<file path="src/ibt_pkg.sv">
// Shared types and codes for the interval booking table.
`timescale 1ns / 1ps
`default_nettype none
package ibt_pkg;

  // Result status codes.
  localparam logic [1:0] ST_BOOKED  = 2'd0;
  localparam logic [1:0] ST_OVERLAP = 2'd1;
  localparam logic [1:0] ST_FULL    = 2'd2;
  localparam logic [1:0] ST_INVALID = 2'd3;

  // Width of a time value.
  localparam int TIME_W = 31;

  // Commands from the controller to the datapath.
  typedef struct packed {
    logic load;    // capture a new request and restart the scan
    logic scan;    // step through stored intervals
    logic decide;  // resolve status, store if booked, load the output register
  } ibt_cmd_t;

  // Status from the datapath to the controller.
  typedef struct packed {
    logic scan_done;  // all stored intervals compared
    logic out_free;   // output register can take a result this cycle
  } ibt_sts_t;

endpackage
`default_nettype wire

</file>
<file path="src/ibt_ram.sv">
// Generic single-write, single-read RAM with registered read data.
`timescale 1ns / 1ps
`default_nettype none
module ibt_ram #(
  parameter int WIDTH = 62,
  parameter int DEPTH = 64
) (
  input  wire logic                                   clk,
  input  wire logic                                   we,
  input  wire logic [((DEPTH > 1) ? $clog2(DEPTH) : 1)-1:0] waddr,
  input  wire logic [WIDTH-1:0]                       wdata,
  input  wire logic                                   re,
  input  wire logic [((DEPTH > 1) ? $clog2(DEPTH) : 1)-1:0] raddr,
  output logic      [WIDTH-1:0]                       rdata
);

  logic [WIDTH-1:0] mem [DEPTH];

  // Write port and registered read port.
  always_ff @(posedge clk) begin
    if (we) begin
      mem[waddr] <= wdata;
    end
    if (re) begin
      rdata <= mem[raddr];
    end
  end

endmodule
`default_nettype wire

</file>
<file path="src/ibt_ctrl.sv">
// Controller state machine for the interval booking table.
`timescale 1ns / 1ps
`default_nettype none
module ibt_ctrl (
  input  wire logic              clk,
  input  wire logic              rst,
  input  wire logic              in_valid,
  output logic                   in_ready,
  input  wire ibt_pkg::ibt_sts_t sts,
  output ibt_pkg::ibt_cmd_t      cmd
);

  typedef enum logic [1:0] {
    S_IDLE,
    S_SCAN,
    S_DECIDE
  } state_t;

  state_t state;
  state_t state_next;

  // Commands follow from the state, with load qualified by in_valid and decide by out_free.
  always_comb begin
    in_ready   = (state == S_IDLE);
    cmd.load   = (state == S_IDLE) && in_valid;
    cmd.scan   = (state == S_SCAN);
    cmd.decide = (state == S_DECIDE) && sts.out_free;
  end

  // Next-state logic.
  always_comb begin
    state_next = state;
    case (state)
      S_IDLE: begin
        if (in_valid) state_next = S_SCAN;
      end
      S_SCAN: begin
        if (sts.scan_done) state_next = S_DECIDE;
      end
      S_DECIDE: begin
        if (sts.out_free) state_next = S_IDLE;
      end
      default: state_next = S_IDLE;
    endcase
  end

  // State register.
  always_ff @(posedge clk) begin
    if (rst) begin
      state <= S_IDLE;
    end else begin
      state <= state_next;
    end
  end

endmodule
`default_nettype wire

</file>
<file path="src/ibt_dp.sv">
// Datapath: request registers, interval store, overlap scan and result register.
`timescale 1ns / 1ps
`default_nettype none
module ibt_dp #(
  parameter int CAPACITY = 64
) (
  input  wire logic                         clk,
  input  wire logic                         rst,
  input  wire logic [ibt_pkg::TIME_W-1:0]   req_start,
  input  wire logic [ibt_pkg::TIME_W-1:0]   req_end,
  input  wire ibt_pkg::ibt_cmd_t            cmd,
  output ibt_pkg::ibt_sts_t                 sts,
  output logic                              out_valid,
  input  wire logic                         out_ready,
  output logic [1:0]                        status,
  output logic                              booked
);

  localparam int TW = ibt_pkg::TIME_W;
  localparam int AW = (CAPACITY > 1) ? $clog2(CAPACITY) : 1;
  localparam int CW = $clog2(CAPACITY + 1);
  localparam logic [CW-1:0] CAP = CW'(CAPACITY);

  logic [TW-1:0] req_s;
  logic [TW-1:0] req_e;
  logic [CW-1:0] count;
  logic [CW-1:0] rd_addr;
  logic          rd_pending;
  logic          hit;
  logic          invalid;
  logic          rd_en;
  logic          store;
  logic [1:0]    status_next;
  logic [2*TW-1:0] rdata;
  logic [TW-1:0] slot_s;
  logic [TW-1:0] slot_e;

  assign invalid = (req_e <= req_s);
  assign slot_s  = rdata[2*TW-1:TW];
  assign slot_e  = rdata[TW-1:0];

  // One read is issued per cycle during the scan of a valid request while stored entries remain.
  assign rd_en = cmd.scan && !invalid && (rd_addr < count);

  assign sts.scan_done = cmd.scan && !rd_en && !rd_pending;
  assign sts.out_free  = !out_valid || out_ready;

  // Status resolution: invalid first, then overlap, then full.
  always_comb begin
    if (invalid) begin
      status_next = ibt_pkg::ST_INVALID;
    end else if (hit) begin
      status_next = ibt_pkg::ST_OVERLAP;
    end else if (count == CAP) begin
      status_next = ibt_pkg::ST_FULL;
    end else begin
      status_next = ibt_pkg::ST_BOOKED;
    end
  end

  assign store = cmd.decide && (status_next == ibt_pkg::ST_BOOKED);

  ibt_ram #(
    .WIDTH(2 * TW),
    .DEPTH(CAPACITY)
  ) u_slots (
    .clk  (clk),
    .we   (store),
    .waddr(count[AW-1:0]),
    .wdata({req_s, req_e}),
    .re   (rd_en),
    .raddr(rd_addr[AW-1:0]),
    .rdata(rdata)
  );

  // Request capture, scan pointer and overlap flag.
  always_ff @(posedge clk) begin
    if (cmd.load) begin
      req_s <= req_start;
      req_e <= req_end;
    end
    if (cmd.load) begin
      rd_addr <= '0;
      hit     <= 1'b0;
    end else begin
      if (rd_en) rd_addr <= rd_addr + CW'(1);
      if (rd_pending && (slot_s < req_e) && (req_s < slot_e)) hit <= 1'b1;
    end
  end

  // Fill count, read pipeline flag and output register.
  always_ff @(posedge clk) begin
    if (rst) begin
      count      <= '0;
      rd_pending <= 1'b0;
      out_valid  <= 1'b0;
    end else begin
      rd_pending <= rd_en;
      if (store) count <= count + CW'(1);
      if (cmd.decide) begin
        out_valid <= 1'b1;
      end else if (out_ready) begin
        out_valid <= 1'b0;
      end
    end
  end

  // Result payload.
  always_ff @(posedge clk) begin
    if (cmd.decide) begin
      status <= status_next;
      booked <= (status_next == ibt_pkg::ST_BOOKED);
    end
  end

endmodule
`default_nettype wire

</file>
<file path="src/interval_booking_table_top.sv">
// Top level of the interval booking table: controller plus datapath.
// The controller takes a request, scans the stored intervals and then decides; for a
// valid request the scan reads one stored interval per cycle from the RAM, whose read
// data is registered. The decision waits while an earlier result still waits.
// The next request is taken the cycle after the result is loaded, so the table does
// not take a new request before it is through with the last one.
`timescale 1ns / 1ps
`default_nettype none
module interval_booking_table_top #(
  parameter int CAPACITY = 64
) (
  input  wire logic                       clk,
  input  wire logic                       rst,
  input  wire logic                       in_valid,
  output logic                            in_ready,
  input  wire logic [ibt_pkg::TIME_W-1:0] req_start,
  input  wire logic [ibt_pkg::TIME_W-1:0] req_end,
  output logic                            out_valid,
  input  wire logic                       out_ready,
  output logic [1:0]                      status,
  output logic                            booked
);

  ibt_pkg::ibt_cmd_t cmd;
  ibt_pkg::ibt_sts_t sts;

  ibt_ctrl u_ctrl (
    .clk     (clk),
    .rst     (rst),
    .in_valid(in_valid),
    .in_ready(in_ready),
    .sts     (sts),
    .cmd     (cmd)
  );

  ibt_dp #(
    .CAPACITY(CAPACITY)
  ) u_dp (
    .clk      (clk),
    .rst      (rst),
    .req_start(req_start),
    .req_end  (req_end),
    .cmd      (cmd),
    .sts      (sts),
    .out_valid(out_valid),
    .out_ready(out_ready),
    .status   (status),
    .booked   (booked)
  );

endmodule
`default_nettype wire

</file>
<file path="config.mk">
export PLATFORM = sky130hd
export DESIGN_NAME = interval_booking_table_top
export DESIGN_NICKNAME = d
export VERILOG_FILES = /design/src/ibt_pkg.sv /design/src/ibt_ram.sv /design/src/ibt_ctrl.sv /design/src/ibt_dp.sv /design/src/interval_booking_table_top.sv
export SDC_FILE = /design/constraint.sdc
export NUM_CORES = 2
export LEC_CHECK = 0
export BUFFER_PORTS_ARGS = -buffer_cell sky130_fd_sc_hd__buf_4
export CAP_MARGIN = 20
export CORE_UTILIZATION = 60
export DETAILED_ROUTE_END_ITERATION = 16
export PLACE_DENSITY = 0.76
export REMOVE_ABC_BUFFERS = 1
export SYNTH_ARGS = -nofsm -noshare
export SYNTH_HDL_FRONTEND = slang
export SYNTH_SLANG_ARGS = --single-unit
</file>
<file path="constraint.sdc">
create_clock -name clk -period 11.6 [get_ports clk]
set_input_delay 0.58 -clock clk [delete_from_list [all_inputs] [get_ports clk]]
set_output_delay 0.58 -clock clk [all_outputs]
set_load 0.005 [all_outputs]
</file>
Yosys cells after proc, flatten, opt, wreduce, memory -nomap -nowiden
Memory sizes are Yosys's and may differ from the RTL's. A register that Yosys moved wholly into a read port is not among the register bits.
Cells that the tools add are included.

word-level totals
  bits in registers = 84
  latch bits = 0
  RAM bits = 3968
  ROM bits = 0
  input port bits = 66
  output and inout port bits = 5
  logic and storage cells = 52
  memories kept = 1

memories
  memory            depth  width  read ports  clocked after Yosys merged registers in  write ports  line           source
  u_dp.u_slots.mem  64     62     1           1                                        1            ibt_ram.sv:17  logic [WIDTH-1:0] mem [DEPTH];

cells by class
  add/subtract/negate cells = 2
  multiply operators = 0
  divide/modulo/power cells = 0
  magnitude comparators = 4
  equal/unequal tests = 6
  shifts and indexed selects = 0
  muxes and demuxes = 11
  bitwise logic cells = 0
  reduce and logical (&&, ||, !) cells = 18

operators by type and width
  cell                                           number
  less-than comparator 31 bit                    2
  less-or-equal comparator 31 bit                1
  adder 7 x 1 -> 7 bit, second input constant    2
  2-to-1 mux 2 bit                               6
  logical AND 1 bit                              9
  == test 7 bit, second input constant           1
  less-than comparator 7 bit                     1
  case mux 2 bit (3 select lines)                1
  logical NOT 1 bit                              4
  logical NOT 2 bit                              2
  2-to-1 mux 1 bit                               4
  != test 2 bit, second input constant           2
  AND reduction 3 bit                            1
  == test 2 x 1 -> 1 bit, second input constant  1
  == test 2 bit, second input constant           1
  != test 2 x 1 -> 1 bit, second input constant  1
  nonzero test 2 bit                             1
  logical OR 1 bit                               1

Longest topological paths before layout
  depth after elaboration = 9
  mapped depth = 12
  depth with buffers taken out = 9

Hierarchy
Synthesis repeated with hierarchy kept, for this count alone.

unflattened totals
  cell total of the unflattened synthesis = 7160
  area total of the unflattened synthesis = 157712.5 µm²

by module, submodules not included
  module    times used  cells each  area an instance (µm²)  sequential area each (µm²)
  ibt_ram   1           6650        152387.4                121016.1
  ibt_dp    1           497         5212.5                  2292.2
  ibt_ctrl  1           13          112.6                   40.0

Worst setup path before layout
No wires, ideal clock.

  path kind = register to register
  start point = register u_dp.req_s[29]
  end point = memory u_dp.u_slots.mem[16][0] (enable)
  library setup time = 483 ps
  data arrival time = 6008 ps
  data required time = 11117 ps
  path slack = 5109 ps
  cell stages (with the launch flop) = 11
  buffers on the path = 2
  period minus slack after synthesis = 6491 ps
  cells stage by stage = edfxtp_1 inv_1 ha_1 nand4_2 or4_4 a2111oi_4 nor2_2 buf_6 or4_1 buf_2 nor2_1

on the way
  longest elaborated chain between the ends = 6

ends and longest elaborated chain
  element                                 line           source
  start, declared                         ibt_dp.sv:24   logic [TW-1:0] req_s;
  start signal, assigned                  ibt_dp.sv:79   req_s <= req_start;
  less-or-equal comparator 31 bit         ibt_dp.sv:38   assign invalid = (req_e <= req_s);
  2-to-1 mux 2 bit                        ibt_dp.sv:50   if (invalid) begin
  logical NOT 2 bit                       ibt_dp.sv:61   assign store = cmd.decide && (status_next == ibt_pkg::ST_BOOKED);
  logical AND 1 bit                       ibt_dp.sv:61
  2-to-1 mux 1 bit                        ibt_ram.sv:21  if (we) begin
  2-to-1 mux 1 bit (not written as such)  ibt_ram.sv:22  mem[waddr] <= wdata;
  end, declared                           ibt_ram.sv:17

Every way passes these cells.

Final worst setup path
  start point = register u_dp.req_s[29]
  end point = memory u_dp.u_slots.mem[6][42] (enable)

Same word-level chain as after synthesis.

==> flow_summary.yaml <==
outcome:
  status: "completed"
clock_network:
  cts.reportedPaths.clkPinSlew_ns: 0.06
  clk_latency_ns: 0.99
  cts.path.max_buffers: 4
  cts_buffers: 404
  cts-root-buf: "clkbuf_16"
  numClockSinks: 4114
  cts_tree: "done"
  htreeDepth: 5
power:
  p_leak_uw: 0.0534
  power.density_nw_per_um2: 170
  comb_power_share_pct: 1.9
  power_uw: 30000
  worst_ir_drop_vdd_mv: 0.194
  p_switching_uw: 5970
  intPower_uw: 24000
  switching_share_pct: 19.9
  pwr-share-clk_pct: 43.3
  sequentialPowerShare_pct: 54.8
sta:
  finalCriticalPeriod_ns: 6.74
  maxSlewHeadroom_pct: 18.3
  holdWs_ns: 0.106
  hold_viol: 0
  skew_ns: 0.0677
  finalSetupViolCount: 0
  rsz0062_at_grt: "false"
  post-route-period-util_pct: 58.1
  worst_pin_slew_ns: 1.23
  tns_ns: 0
  fmax_mhz: 148
  slew_violations: 0
synth:
  async_flop_share_pct: 0
  syn_area_um2: 157000
  synth-edff-count: 4095
  ys.warnings.count: 0
  avgSynthCellArea_um2: 25.3
  synth_ff_type: "edfxtp_1"
  synth-seq-cells: 4114
  netlist.area_leader.share_pct: 78.2
  synth_top_area_cell: "edfxtp_1"
  yosysUniqueCellTypes: 52
  seq_area_frac_synth_pct: 78.5
  synth.area.top_cells: "edfxtp_1 (78%), mux4_2 (19%), ha_1 (0.80%)"
  synth_cells: 6225
grt:
  grt_pass1_vias: 77100
  grt_max_degree: 166
  grt_first_pass_wirelength_mm: 595
  overflow: 0
  antenna_found_initial: 23
  track_usage_pct: 32.8
route:
  dr.first_iter.drc_count: 12200
  drc: 0
  vias: 75900
  firstDrtPassIters: 6
  drt.antenna.violating_nets: 0
  vias_per_cell: 7.23
  post_drt_wl_per_cell_um: 40.6
  wl_mm: 426
finish:
  final_common_cell: "edfxtp_1"
  final_layout_size_suffix_gt1_share_pct: 31.9
  mostFrequentLayoutCells: "edfxtp_1 (4095), mux4_2 (1302), clkbuf_16 (411), buf_4 (272), inv_1 (102)"
  nNetsFinal: 6843
  synthToLayoutAreaGrowth_pct: 12.4
  n_fill_cell: 14700
die:
  die-area_um2: 264000
  row_count: 187
  die_y_um: 514
  initial_utilization_pct: 60.5
  ioPinCount: 71
  core_um2: 260000
  die_w_um: 514
worst_setup_path:
  cp.required_ns: 12.17
  timing.critical_path.mode_cell: "buf_4"
  crit_fanout: 50
  critPathLaunchType: "flop"
  slowest_stage: "or4_1"
  crit_family: "simple AND/OR/NAND/NOR gates"
  path_cells: "buf_4, inv_1, ha_1, nand4_2, or4_4, a2111oi_4, nor2_2, or4_1, nor2_4, buf_4, buf_4"
  crit_type: "reg -> reg"
  cpPeakStageDelay_ns: 0.90
  arrival_ns: 7.31
  r2r_slack_ns: 4.86
  end_kind: "flop"
  critPathBufInv: 4
flow_run:
  maxCapViolCount: 0
placed_design:
  port_buffers: 70
  dp_hpwl_mm: 218
  gp_congestion: 0.885
hold_path:
  hold_class: "in -> reg"
==> synthesized netlist by cell type, types with 2 or more instances <==
cell	instances
o21ai_0	17
o41ai_1	2
clkbuf_1	193
a2111oi_0	3
mux2i_1	3
a221o_1	2
a211oi_1	4
nand4_1	14
nor2b_1	4
a21oi_1	43
a21o_1	14
o31ai_1	6
nand2b_1	5
buf_1	32
dfxtp_1	19
and4_1	4
xnor2_1	3
nor3_1	3
o211ai_1	3
ha_1	100
and3_1	2
edfxtp_1	4095
or4_1	8
nor2_1	85
mux4_2	1302
nand3_1	18
nand2_1	28
inv_1	105
a22oi_1	2
buf_2	78
buf_6	2
a221oi_1	3
or3_1	4
==> sequential cells by signal, summed over array words and instances (netlist names), 2 cells and up <==
register            count
u_ctrl.state            2
u_dp.count              7
u_dp.rd_addr            7
u_dp.req_e             31
u_dp.req_s             31
u_dp.status             2
u_dp.u_slots.mem     3968
u_dp.u_slots.rdata     62
==> worst register-to-register path, cell delays in order (launching register included) <==
cell and delay [ns]:
edfxtp_1 0.74, buf_4 0.57, inv_1 0.16, ha_1 0.37
nand4_2 0.21, or4_4 0.60, a2111oi_4 0.42, nor2_2 0.18
or4_1 0.90, nor2_4 0.86, buf_4 0.57, buf_4 0.66
==> cells by family after synthesis <==
logic type	share of synthesized area, %
xor gates and xnor gates	0.0223
muxes	18.7
and+or+nand+nor	0.566
AOI/OAI and AO/OA	0.436
adders and majority gates	0.796
buffers and inverters	1.06
DFF	78.5
==> path summary, 6_finish.rpt <==
check,from,end,cells past startpoint
worst min register to register,u_dp.rd_addr[6],u_dp.rd_addr[6],2
worst max register to register,u_dp.req_s[29],u_dp.u_slots.mem[6][42],11
worst max-delay path,u_dp.req_s[29],u_dp.u_slots.mem[6][42],11
worst min-delay path,in_valid,u_ctrl.state[0],4
==> repair_timing <==
| action | in CTS | in global routing |
|---|---|---|
| gates resized for setup | 0 | 0 |
| setup buffers | 0 | 0 |
| setup endpoints to repair | 0 | 0 |
| endpoints found under the hold margin | 73 | 0 |
| hold buffers | 64 | 0 |
==> power groups by stage <==
stage / sequential (uW) / clock, uW / combinational (uW)
finish: 16400 / 13000 / 565
detailed placement: 16800 / 0 / 520
CTS: 16400 / 13000 / 550
global route: 16400 / 13600 / 583
global placement: 16700 / 0 / 495
floorplan: 16900 / 0 / 220
==> layer usage <==
metal | vias to the layer above | GRT usage (%) | wire length (um)
met1 | 40200 | 43.9 | 144000
met3 | 1068 | 7.13 | 50700
met2 | 6553 | 51.8 | 206000
met5 | - | 0 | 114
met4 | 18 | 16.2 | 24900
li1 | 28000 | - | -
==> cell type report <==
cell class | count | area (um^2) | area share, %
Timing Repair Buffer | 352 | 3030 | 1.71
Multi-Input combinational cell | 1700 | 32700 | 18.5
Tap cell | 3496 | 4370 | 2.47
Clock buffer | 496 | 10600 | 6.02
Antenna cell | 3 | 7.51 | 0.00425
Inverter | 105 | 404 | 0.229
Clock inverter | 224 | 2250 | 1.27
Sequential cell | 4114 | 123000 | 69.8
==> per-stage QoR <==
| stage | setup slack [ns] | util [%] | area, um^2 | cells |
|---|---|---|---|---|
| 2_1_floorplan | -31.12 | - | 156000 | 5919 |
| 3_3_place_gp | 5.28 | 62.8 | 163000 | 9697 |
| 3_5_place_dp | 5.15 | 62.8 | 163000 | 9702 |
| 4_1_cts | 5.02 | 68.0 | 177000 | 10500 |
| 5_1_grt | 4.81 | 68.0 | 177000 | 10500 |
| 6_report | 4.86 | 68.0 | 177000 | 10500 |
No activity file was read; power rests on OpenSTA's default activity.
